[config.mk]
export PLATFORM = sky130hd
export DESIGN_NAME = integer_pixel_replication_scaler
export DESIGN_NICKNAME = d
export VERILOG_FILES = /design/src/hw/rtl/ipr_pkg.sv /design/src/hw/rtl/integer_pixel_replication_scaler.sv /design/src/hw/rtl/ipr_cfg.sv /design/src/hw/rtl/ipr_front.sv /design/src/hw/rtl/ipr_queue.sv /design/src/hw/rtl/ipr_back.sv
export SDC_FILE = /design/constraint.sdc
export NUM_CORES = 2
export LEC_CHECK = 0
export ABC_AREA = 1
export BUFFER_PORTS_ARGS = -buffer_cell sky130_fd_sc_hd__buf_4
export CAP_MARGIN = 25
export CORE_ASPECT_RATIO = 1.1
export CORE_UTILIZATION = 55
export CTS_BUF_LIST = sky130_fd_sc_hd__clkbuf_8
export CTS_CLUSTER_SIZE = 12
export DETAILED_ROUTE_END_ITERATION = 10
export GPL_TIMING_DRIVEN = 1
export PLACE_DENSITY = 0.74
export SLEW_MARGIN = 10
export SYNTH_ARGS = -nofsm -noshare
export SYNTH_HDL_FRONTEND = slang
export SYNTH_SLANG_ARGS = --single-unit
[constraint.sdc]
create_clock -name clk -period 6.6 [get_ports clk]
set_input_delay 1.32 -clock clk [delete_from_list [all_inputs] [get_ports clk]]
set_output_delay 1.32 -clock clk [all_outputs]
set_load 0.005 [all_outputs]
[src/hw/rtl/ipr_pkg.sv]
`timescale 1ns / 1ps
`default_nettype none

package ipr_pkg;

	// defaults for the top-level parameters
	localparam int MAX_SCALE_DEF   = 8;
	localparam int MAX_WIDTH_DEF   = 1024;
	localparam int OFFSET_BITS_DEF = 24;

	localparam int HEIGHT_LIMIT = 1024;
	localparam int QUEUE_DEPTH  = 4;

	localparam int SCALE_W = 4;
	localparam int POS_W   = 10;
	localparam int SIZE_W  = 11;
	localparam int CFG_W   = 14;
	localparam int INDEX_W = 3;
	localparam int FB_W    = 24;

	// register indexes
	localparam logic [INDEX_W-1:0] REG_SCALE_X  = 3'd0;
	localparam logic [INDEX_W-1:0] REG_SCALE_Y  = 3'd1;
	localparam logic [INDEX_W-1:0] REG_LEFT     = 3'd2;
	localparam logic [INDEX_W-1:0] REG_TOP      = 3'd3;
	localparam logic [INDEX_W-1:0] REG_STRIDE   = 3'd4;
	localparam logic [INDEX_W-1:0] REG_WIDTH    = 3'd5;
	localparam logic [INDEX_W-1:0] REG_HEIGHT   = 3'd6;
	localparam logic [INDEX_W-1:0] REG_ENABLE   = 3'd7;

	typedef struct packed {
		logic [7:0] pixel;
		logic       frame_start;
	} in_word_t;

	typedef struct packed {
		logic [FB_W-1:0] fb_offset;
		logic [7:0]      value;
		logic            last_of_run;
		logic            last_of_frame;
	} out_word_t;

	// clamped settings as seen by the datapath
	typedef struct packed {
		logic [SCALE_W-1:0] scale_x;
		logic [SCALE_W-1:0] scale_y;
		logic [11:0]        left_offset;
		logic [11:0]        top_offset;
		logic [CFG_W-1:0]   line_stride;
		logic [SIZE_W-1:0]  width;
		logic [SIZE_W-1:0]  height;
		logic               enable;
	} cfg_t;

endpackage

`default_nettype wire

[src/hw/rtl/integer_pixel_replication_scaler.sv]
`timescale 1ns / 1ps
`default_nettype none

// Pixel replication upscaler: source pixels in, frame-buffer byte writes out.
// Input side looks like a queue: drive in_data and raise push; the word is
// taken on a clock edge where full is low. Output side is a queue too: while
// empty is low out_data holds the oldest write; pop takes it.
// Config: cfg_valid/cfg_ready (ready is always high) with cfg_index selecting
// scale_x, scale_y, left_offset, top_offset, line_stride, source_width,
// source_height, enable (0..7). Write only with the block drained.
// Each enabled pixel gives scale_x * scale_y writes, one per cycle while the
// output register is free or being popped, so the back end sets throughput.
// Disabled pixels only move the position, one per cycle while full is low.
// After a pixel is taken its first write passes the front stage, the queue,
// the replica walker and the output register.
// A 4-deep queue between the front (position tracking) and the back
// (replica walk) lets the front keep taking pixels while the back works.
// When pop stays low the output register holds, the walker stops, the queue
// fills and full rises; nothing is dropped.
// Reset: registers to their defaults, position at column 0, row 0, line
// base 0, all queues empty.
module integer_pixel_replication_scaler #(
	parameter int MAX_SCALE   = ipr_pkg::MAX_SCALE_DEF,
	parameter int MAX_WIDTH   = ipr_pkg::MAX_WIDTH_DEF,
	parameter int OFFSET_BITS = ipr_pkg::OFFSET_BITS_DEF
) (
	input  wire logic                        clk,
	input  wire logic                        arst_n,
	input  wire logic                        push,
	output logic                             full,
	input  wire ipr_pkg::in_word_t           in_data,
	output logic                             empty,
	input  wire logic                        pop,
	output ipr_pkg::out_word_t               out_data,
	input  wire logic                        cfg_valid,
	output logic                             cfg_ready,
	input  wire logic [ipr_pkg::INDEX_W-1:0] cfg_index,
	input  wire logic [ipr_pkg::CFG_W-1:0]   cfg_data
);
	import ipr_pkg::*;

	// queue word: block origin offset, pixel, last-of-frame flag
	localparam int QW = OFFSET_BITS + 9;

	cfg_t          cfg;
	logic          q_push, q_full, q_pop, q_empty;
	logic [QW-1:0] q_wdata, q_rdata;

	assign cfg_ready = 1'b1;

	ipr_cfg #(
		.MAX_SCALE (MAX_SCALE),
		.MAX_WIDTH (MAX_WIDTH)
	) u_cfg (
		.clk      (clk),
		.arst_n   (arst_n),
		.wr_en    (cfg_valid && cfg_ready),
		.wr_index (cfg_index),
		.wr_data  (cfg_data),
		.cfg      (cfg)
	);

	ipr_front #(
		.OFFSET_BITS (OFFSET_BITS)
	) u_front (
		.clk     (clk),
		.arst_n  (arst_n),
		.cfg     (cfg),
		.push    (push),
		.in_data (in_data),
		.full    (full),
		.q_push  (q_push),
		.q_data  (q_wdata),
		.q_full  (q_full)
	);

	ipr_queue #(
		.W     (QW),
		.DEPTH (QUEUE_DEPTH)
	) u_queue (
		.clk     (clk),
		.arst_n  (arst_n),
		.wr      (q_push),
		.wr_data (q_wdata),
		.full    (q_full),
		.rd      (q_pop),
		.rd_data (q_rdata),
		.empty   (q_empty)
	);

	ipr_back #(
		.OFFSET_BITS (OFFSET_BITS)
	) u_back (
		.clk      (clk),
		.arst_n   (arst_n),
		.cfg      (cfg),
		.q_empty  (q_empty),
		.q_data   (q_rdata),
		.q_pop    (q_pop),
		.empty    (empty),
		.pop      (pop),
		.out_data (out_data)
	);

endmodule

`default_nettype wire

[src/hw/rtl/ipr_cfg.sv]
`timescale 1ns / 1ps
`default_nettype none

module ipr_cfg #(
	parameter int MAX_SCALE = ipr_pkg::MAX_SCALE_DEF,
	parameter int MAX_WIDTH = ipr_pkg::MAX_WIDTH_DEF
) (
	input  wire logic                       clk,
	input  wire logic                       arst_n,
	input  wire logic                       wr_en,
	input  wire logic [ipr_pkg::INDEX_W-1:0] wr_index,
	input  wire logic [ipr_pkg::CFG_W-1:0]   wr_data,
	output ipr_pkg::cfg_t                   cfg
);
	import ipr_pkg::*;

	logic [SCALE_W-1:0] scale_x_q, scale_y_q;
	logic [11:0]        left_q, top_q;
	logic [CFG_W-1:0]   stride_q;
	logic [SIZE_W-1:0]  width_q, height_q;
	logic               enable_q;

	always_ff @(posedge clk or negedge arst_n) begin
		if (!arst_n) begin
			scale_x_q <= SCALE_W'(1);
			scale_y_q <= SCALE_W'(1);
			left_q    <= '0;
			top_q     <= '0;
			stride_q  <= CFG_W'(1024);
			width_q   <= SIZE_W'(256);
			height_q  <= SIZE_W'(192);
			enable_q  <= 1'b1;
		end else if (wr_en) begin
			unique case (wr_index)
				REG_SCALE_X: scale_x_q <= wr_data[SCALE_W-1:0];
				REG_SCALE_Y: scale_y_q <= wr_data[SCALE_W-1:0];
				REG_LEFT:    left_q    <= wr_data[11:0];
				REG_TOP:     top_q     <= wr_data[11:0];
				REG_STRIDE:  stride_q  <= wr_data;
				REG_WIDTH:   width_q   <= wr_data[SIZE_W-1:0];
				REG_HEIGHT:  height_q  <= wr_data[SIZE_W-1:0];
				REG_ENABLE:  enable_q  <= wr_data[0];
				default: ;
			endcase
		end
	end

	// scales, width and height: zero reads as one, large values saturate
	always_comb begin
		cfg.scale_x = (scale_x_q == '0) ? SCALE_W'(1) :
			(scale_x_q > SCALE_W'(MAX_SCALE)) ? SCALE_W'(MAX_SCALE) : scale_x_q;
		cfg.scale_y = (scale_y_q == '0) ? SCALE_W'(1) :
			(scale_y_q > SCALE_W'(MAX_SCALE)) ? SCALE_W'(MAX_SCALE) : scale_y_q;
		cfg.width = (width_q == '0) ? SIZE_W'(1) :
			({2'b00, width_q} > 13'(MAX_WIDTH)) ? SIZE_W'(MAX_WIDTH) : width_q;
		cfg.height = (height_q == '0) ? SIZE_W'(1) :
			(height_q > SIZE_W'(HEIGHT_LIMIT)) ? SIZE_W'(HEIGHT_LIMIT) : height_q;
		cfg.left_offset = left_q;
		cfg.top_offset  = top_q;
		cfg.line_stride = stride_q;
		cfg.enable      = enable_q;
	end

endmodule

`default_nettype wire

[src/hw/rtl/ipr_front.sv]
`timescale 1ns / 1ps
`default_nettype none

module ipr_front #(
	parameter int OFFSET_BITS = ipr_pkg::OFFSET_BITS_DEF
) (
	input  wire logic               clk,
	input  wire logic               arst_n,
	input  wire ipr_pkg::cfg_t      cfg,
	input  wire logic               push,
	input  wire ipr_pkg::in_word_t  in_data,
	output logic                    full,
	output logic                    q_push,
	output logic [OFFSET_BITS+8:0]  q_data,
	input  wire logic               q_full
);
	import ipr_pkg::*;

	localparam int OB = OFFSET_BITS;

	logic [POS_W-1:0] column_q, row_q;
	logic [OB-1:0]    row_base_q;

	logic             valid_s1;
	logic [OB-1:0]    rb_s1;
	logic [POS_W-1:0] col_s1;
	logic [7:0]       pix_s1;
	logic             fe_s1;

	logic             accept;
	logic [POS_W-1:0] eff_col, eff_row;
	logic [OB-1:0]    eff_rb, origin, origin_next, rb_step;
	logic [SIZE_W-1:0] col_inc, row_inc;
	logic             line_end, frame_end;
	logic [OB-1:0]    base;

	assign full   = valid_s1 && q_full;
	assign accept = push && !full;
	assign q_push = valid_s1 && !q_full;

	// frame origin, origin one source line down, and next line base
	assign origin      = OB'(cfg.top_offset) * OB'(cfg.line_stride) + OB'(cfg.left_offset);
	assign origin_next = (OB'(cfg.top_offset) + OB'(cfg.scale_y)) * OB'(cfg.line_stride)
		+ OB'(cfg.left_offset);
	assign rb_step     = row_base_q + OB'(cfg.scale_y) * OB'(cfg.line_stride);

	always_comb begin
		eff_col   = in_data.frame_start ? '0 : column_q;
		eff_row   = in_data.frame_start ? '0 : row_q;
		eff_rb    = in_data.frame_start ? origin : row_base_q;
		col_inc   = SIZE_W'(eff_col) + SIZE_W'(1);
		row_inc   = SIZE_W'(eff_row) + SIZE_W'(1);
		// past-the-end positions also count as last
		line_end  = col_inc >= cfg.width;
		frame_end = line_end && (row_inc >= cfg.height);
	end

	always_ff @(posedge clk or negedge arst_n) begin
		if (!arst_n) begin
			column_q   <= '0;
			row_q      <= '0;
			row_base_q <= '0;
		end else if (accept) begin
			if (frame_end) begin
				column_q   <= '0;
				row_q      <= '0;
				row_base_q <= origin;
			end else if (line_end) begin
				column_q   <= '0;
				row_q      <= row_inc[POS_W-1:0];
				row_base_q <= in_data.frame_start ? origin_next : rb_step;
			end else begin
				column_q   <= col_inc[POS_W-1:0];
				row_q      <= eff_row;
				row_base_q <= eff_rb;
			end
		end
	end

	always_ff @(posedge clk or negedge arst_n) begin
		if (!arst_n) begin
			valid_s1 <= 1'b0;
		end else if (accept) begin
			valid_s1 <= cfg.enable;
		end else if (q_push) begin
			valid_s1 <= 1'b0;
		end
	end

	always_ff @(posedge clk) begin
		if (accept) begin
			rb_s1  <= eff_rb;
			col_s1 <= eff_col;
			pix_s1 <= in_data.pixel;
			fe_s1  <= frame_end;
		end
	end

	assign base   = rb_s1 + OB'(col_s1) * OB'(cfg.scale_x);
	assign q_data = {base, pix_s1, fe_s1};

endmodule

`default_nettype wire

[src/hw/rtl/ipr_queue.sv]
`timescale 1ns / 1ps
`default_nettype none

module ipr_queue #(
	parameter int W     = 33,
	parameter int DEPTH = ipr_pkg::QUEUE_DEPTH
) (
	input  wire logic         clk,
	input  wire logic         arst_n,
	input  wire logic         wr,
	input  wire logic [W-1:0] wr_data,
	output logic              full,
	input  wire logic         rd,
	output logic [W-1:0]      rd_data,
	output logic              empty
);
	localparam int PTR_W = (DEPTH > 1) ? $clog2(DEPTH) : 1;
	localparam int CNT_W = $clog2(DEPTH + 1);

	logic [W-1:0]     mem_q [DEPTH];
	logic [PTR_W-1:0] wr_ptr_q, rd_ptr_q;
	logic [CNT_W-1:0] count_q;
	logic             do_wr, do_rd;

	assign full    = count_q == CNT_W'(DEPTH);
	assign empty   = count_q == '0;
	assign do_wr   = wr && !full;
	assign do_rd   = rd && !empty;
	assign rd_data = mem_q[rd_ptr_q];

	always_ff @(posedge clk or negedge arst_n) begin
		if (!arst_n) begin
			wr_ptr_q <= '0;
			rd_ptr_q <= '0;
			count_q  <= '0;
		end else begin
			if (do_wr) begin
				wr_ptr_q <= (wr_ptr_q == PTR_W'(DEPTH - 1)) ? '0 : wr_ptr_q + PTR_W'(1);
			end
			if (do_rd) begin
				rd_ptr_q <= (rd_ptr_q == PTR_W'(DEPTH - 1)) ? '0 : rd_ptr_q + PTR_W'(1);
			end
			if (do_wr && !do_rd) begin
				count_q <= count_q + CNT_W'(1);
			end else if (do_rd && !do_wr) begin
				count_q <= count_q - CNT_W'(1);
			end
		end
	end

	always_ff @(posedge clk) begin
		if (do_wr) begin
			mem_q[wr_ptr_q] <= wr_data;
		end
	end

endmodule

`default_nettype wire

[src/hw/rtl/ipr_back.sv]
`timescale 1ns / 1ps
`default_nettype none

module ipr_back #(
	parameter int OFFSET_BITS = ipr_pkg::OFFSET_BITS_DEF
) (
	input  wire logic                    clk,
	input  wire logic                    arst_n,
	input  wire ipr_pkg::cfg_t           cfg,
	input  wire logic                    q_empty,
	input  wire logic [OFFSET_BITS+8:0]  q_data,
	output logic                         q_pop,
	output logic                         empty,
	input  wire logic                    pop,
	output ipr_pkg::out_word_t           out_data
);
	import ipr_pkg::*;

	localparam int OB = OFFSET_BITS;

	logic               busy_q;
	logic [OB-1:0]      line_base_q, cur_q;
	logic [7:0]         pix_q;
	logic               fe_q;
	logic [SCALE_W-1:0] i_q, j_q;

	logic               out_valid_q;
	out_word_t          out_q;

	logic               adv, last_i, last_j, last_all;
	logic [OB-1:0]      next_line;

	assign adv       = busy_q && (!out_valid_q || pop);
	assign last_i    = (i_q + SCALE_W'(1)) == cfg.scale_x;
	assign last_j    = (j_q + SCALE_W'(1)) == cfg.scale_y;
	assign last_all  = last_i && last_j;
	assign q_pop     = !q_empty && (!busy_q || (adv && last_all));
	assign next_line = line_base_q + OB'(cfg.line_stride);

	// replica walk: lines top to bottom, bytes left to right
	always_ff @(posedge clk or negedge arst_n) begin
		if (!arst_n) begin
			busy_q <= 1'b0;
		end else if (q_pop) begin
			busy_q <= 1'b1;
		end else if (adv && last_all) begin
			busy_q <= 1'b0;
		end
	end

	always_ff @(posedge clk) begin
		if (q_pop) begin
			line_base_q <= q_data[OB+8:9];
			cur_q       <= q_data[OB+8:9];
			pix_q       <= q_data[8:1];
			fe_q        <= q_data[0];
			i_q         <= '0;
			j_q         <= '0;
		end else if (adv) begin
			if (last_i) begin
				i_q         <= '0;
				j_q         <= j_q + SCALE_W'(1);
				line_base_q <= next_line;
				cur_q       <= next_line;
			end else begin
				i_q   <= i_q + SCALE_W'(1);
				cur_q <= cur_q + OB'(1);
			end
		end
	end

	always_ff @(posedge clk or negedge arst_n) begin
		if (!arst_n) begin
			out_valid_q <= 1'b0;
		end else if (adv) begin
			out_valid_q <= 1'b1;
		end else if (pop) begin
			out_valid_q <= 1'b0;
		end
	end

	always_ff @(posedge clk) begin
		if (adv) begin
			out_q.fb_offset     <= FB_W'(cur_q);
			out_q.value         <= pix_q;
			out_q.last_of_run   <= last_all;
			out_q.last_of_frame <= last_all && fe_q;
		end
	end

	assign empty    = !out_valid_q;
	assign out_data = out_q;

endmodule

`default_nettype wire
==> results by group <==
Drt
  – Total routed wirelength: 97900 microns
  – Via total after detailed routing: 28294
  – WL/cell: 19.1 microns
  – Number of vias per cell: 5.51
  – Drc violations: 0
  – Pre-Repair DR Iteration Count: 6
  – Iteration-0 DRC Markers: 2106
  – Post-route ant nets: 0

Synthesis
  – Synth async-reset ratio: 0.310
  – Cell area after synthesis: 34700 sq um
  – #FFs+latches synth: 397
  – Yosys Warn Count: 0
  – Number of enable flip-flop cells after synthesis: 266
  – Post-synth net total: 4692
  – Dominant register cell in the synthesized netlist: sky130_fd_sc_hd__edfxtp_1
  – Sequential-to-total area share from yosys stat: 0.324
  – Most area-consuming cells after synthesis: sky130_fd_sc_hd__edfxtp_1, sky130_fd_sc_hd__fa_1, sky130_fd_sc_hd__nand2_1
  – Leading area contributor after synthesis: sky130_fd_sc_hd__edfxtp_1
  – Cell count after synthesis: 4082
  – Mean instance size in the synthesized netlist: 8.51 sq um
  – Area share of the largest cell type after synthesis: 0.230
  – Distinct cells, synth: 54

STA
  – Period utilisation layout: 0.993
  – Max-slew headroom: 0.351
  – Total count of max-transition violations in the final report: 0
  – Worst clock skew: 0.0477 ns
  – Number of setup violations in the final report: 0
  – RSZ-0062 raised after global routing: true
  – Achievable Freq: 153 MHz
  – Worst slew pin tran: 0.972 ns
  – Number of hold violations in the final report: 0
  – Final worst path period need: 6.55 ns

CTS
  – Max Buffers Root-to-Sink: 3
  – Clock latency reported for the late side of the worst-skew pair: 0.68 ns
  – Clk slew on worst S/H paths: 0.06 ns
  – Number of buffers added by the clock tree synthesis step: 71
  – Root Driver: sky130_fd_sc_hd__clkbuf_8
  – TritonCTS clock tree: done
  – Clk sinks: 397
  – H-tree depth: 3
  – Quantity of hold-fixing buffers added after cts: 0

Die
  – Die Area: 64100 sq um
  – DIE HEIGHT: 266 microns
  – Initial cell density of the core: 0.557
  – Die boundary width: 242 microns
  – Row Count: 96
  – Ports: 68
  – Core footprint: 62300 sq um

Cells and area
  – Filler cell count: 5271
  – Final #Nets: 4863
  – Most common cell after layout, fill and taps aside: sky130_fd_sc_hd__nand2_1
  – Core utilization of the finished layout: 0.630
  – Fraction of layout cells with a size suffix above 1: 0.121
  – Syn-to-layout area delta: 13.1%
  – Fin cells: 5137
  – Highest-count cells in the layout ignoring fill and taps: sky130_fd_sc_hd__nand2_1, sky130_fd_sc_hd__inv_1, sky130_fd_sc_hd__fa_1

Worst setup path
  – CP startpoint: u_cfg.scale_y_q[1]
  – Reg2reg end: u_front.row_base_q[21]
  – Number of cells traversed by the worst register-to-register path: 32
  – Required time of the critical path: 7.21 ns
  – Capture point of the worst path: u_front.row_base_q[21]
  – Slowest CP cell: sky130_fd_sc_hd__fa_1
  – Worst setup EP type: flop
  – Worst reg2reg path startpoint: u_cfg.scale_y_q[1]
  – WS Path Type: flop to flop
  – Critical-path maximum fanout: 7
  – Reg-to-reg setup timing slack: 0.05 ns
  – Critical Path Most Common Cell: sky130_fd_sc_hd__fa_1
  – Critical Path Max Stage Delay: 0.52 ns
  – Endpoint arrival time on the critical path: 7.16 ns
  – Setup crit start kind: flop

Place
  – Gp weighted congestion: 0.961
  – Detail Placement HPWL: 75200 microns
  – Placed instance count: 4999
  – # port buffers: 66

Flow run
  – Maximum Capacitance Violations: 0

GRT
  – Number of antenna violations at the first check in global routing: 1
  – Via count of the first global-routing pass: 28562
  – Grt ovf: 0
  – First-pass GRT wire length: 155000 microns
  – Combined global-route utilization of all metal layers: 0.312
  – Pin count of the biggest net entering global routing: 67

Outcome
  – Status: finished, final reports clean

Worst hold path
  – Cell count of the worst hold path: 0
  – Type of the most critical hold path: flop to flop
## synthesized netlist by cell type, types with 41 or more instances
library cell	instances
sky130_fd_sc_hd__a21oi_1	138
sky130_fd_sc_hd__clkbuf_1	119
sky130_fd_sc_hd__dfrtp_1	116
sky130_fd_sc_hd__edfxtp_1	266
sky130_fd_sc_hd__fa_1	337
sky130_fd_sc_hd__ha_1	242
sky130_fd_sc_hd__inv_1	688
sky130_fd_sc_hd__nand2_1	997
sky130_fd_sc_hd__nand3_1	176
sky130_fd_sc_hd__nand4_1	41
sky130_fd_sc_hd__nor2_1	345
sky130_fd_sc_hd__o21ai_0	251
sky130_fd_sc_hd__o22ai_1	52
sky130_fd_sc_hd__xor2_1	79
## metrics by stage
stage               hold WS, ns  TNS [ns]  setup slack [ns]  instance area (sq um)
floorplan                 0.400         0          0.000908                  34800
global placement          0.401     -1.21            -0.133                  36900
detailed placement        0.405     -2.30            -0.246                  37000
CTS                       0.397  -0.00910          -0.00451                  38600
global route              0.409     -2.12            -0.231                  39300
finish                    0.399         0            0.0475                  39300
## what timing repair did
| item | in CTS | in global routing |
|---|---|---|
| buffers inserted | 5 | 8 |
| pin swaps | 9 | 83 |
| cloned | 0 | 1 |
| endpoints found under the setup margin | 15 | 19 |
| resized for setup | 44 | 164 |
## final cells by class
class	instances	area [sq um]	share of cell area
Timing Repair Buffer	238	1880	0.0479
Tap cell	833	1040	0.0265
Clock buffer	82	1130	0.0287
Multi-Input combinational cell	2849	21100	0.537
Antenna cell	1	2.50	0.0000637
Clock inverter	41	268	0.00682
Inverter	696	2630	0.0670
Sequential cell	397	11200	0.286
## sequential cells by signal, summed over array words and instances, names as in the netlist, 10 cells and up
register and cells:
u_front.col_s1 10, u_cfg.top_q 12, u_back.line_base_q 24, u_back.cur_q 24, u_front.rb_s1 24, u_cfg.height_q 11
u_cfg.width_q 11, u_front.column_q 10, u_front.row_q 10, u_cfg.left_q 12, u_back.out_data 34, u_cfg.stride_q 14
u_front.row_base_q 24, u_queue.mem_q 132
## routing by layer
layer / track usage / share of wire / vias to the layer above
li1: - / - / 13323
met1: 0.373 / 0.38 / 13643
met2: 0.540 / 0.49 / 1040
met3: 0.0470 / 0.065 / 288
met4: 0.176 / 0.061 / 0
met5: 0 / 0 / -
## critical path, delay by kind of cell, from the launching register on
kind            cells  cell delay (ns)
compound gates      5             0.75
buf+inv             7             0.64
simple gates       10             0.92
xor+xnor            1             0.16
fa+ha+maj           9             3.62
flops               1             0.38
## worst min path at each step
stage	from	end
finish	u_back.pix_q[3]	u_back.out_data[5]
global route	u_back.pix_q[7]	u_back.out_data[9]
CTS	u_back.pix_q[3]	u_back.out_data[5]
detailed placement	u_back.pix_q[3]	u_back.out_data[5]
global placement	u_back.pix_q[3]	u_back.out_data[5]
floorplan	u_back.pix_q[0]	u_back.out_data[2]
## cells by family (layout without fill, tap and decap cells)
kind of cell	count (synthesis)	count (layout)	synth area share
compound gates	514	514	0.0801
xor+xnor	118	118	0.0298
fa+ha+maj	579	579	0.282
buf+inv	836	1057	0.0925
flops	397	397	0.324
mux	2	2	0.000577
other cells	1	2	0.000108
simple gates	1635	1635	0.192
Power is not shown: default switching activity piles up to over one toggle a cycle in this logic, so the estimate is an artifact.
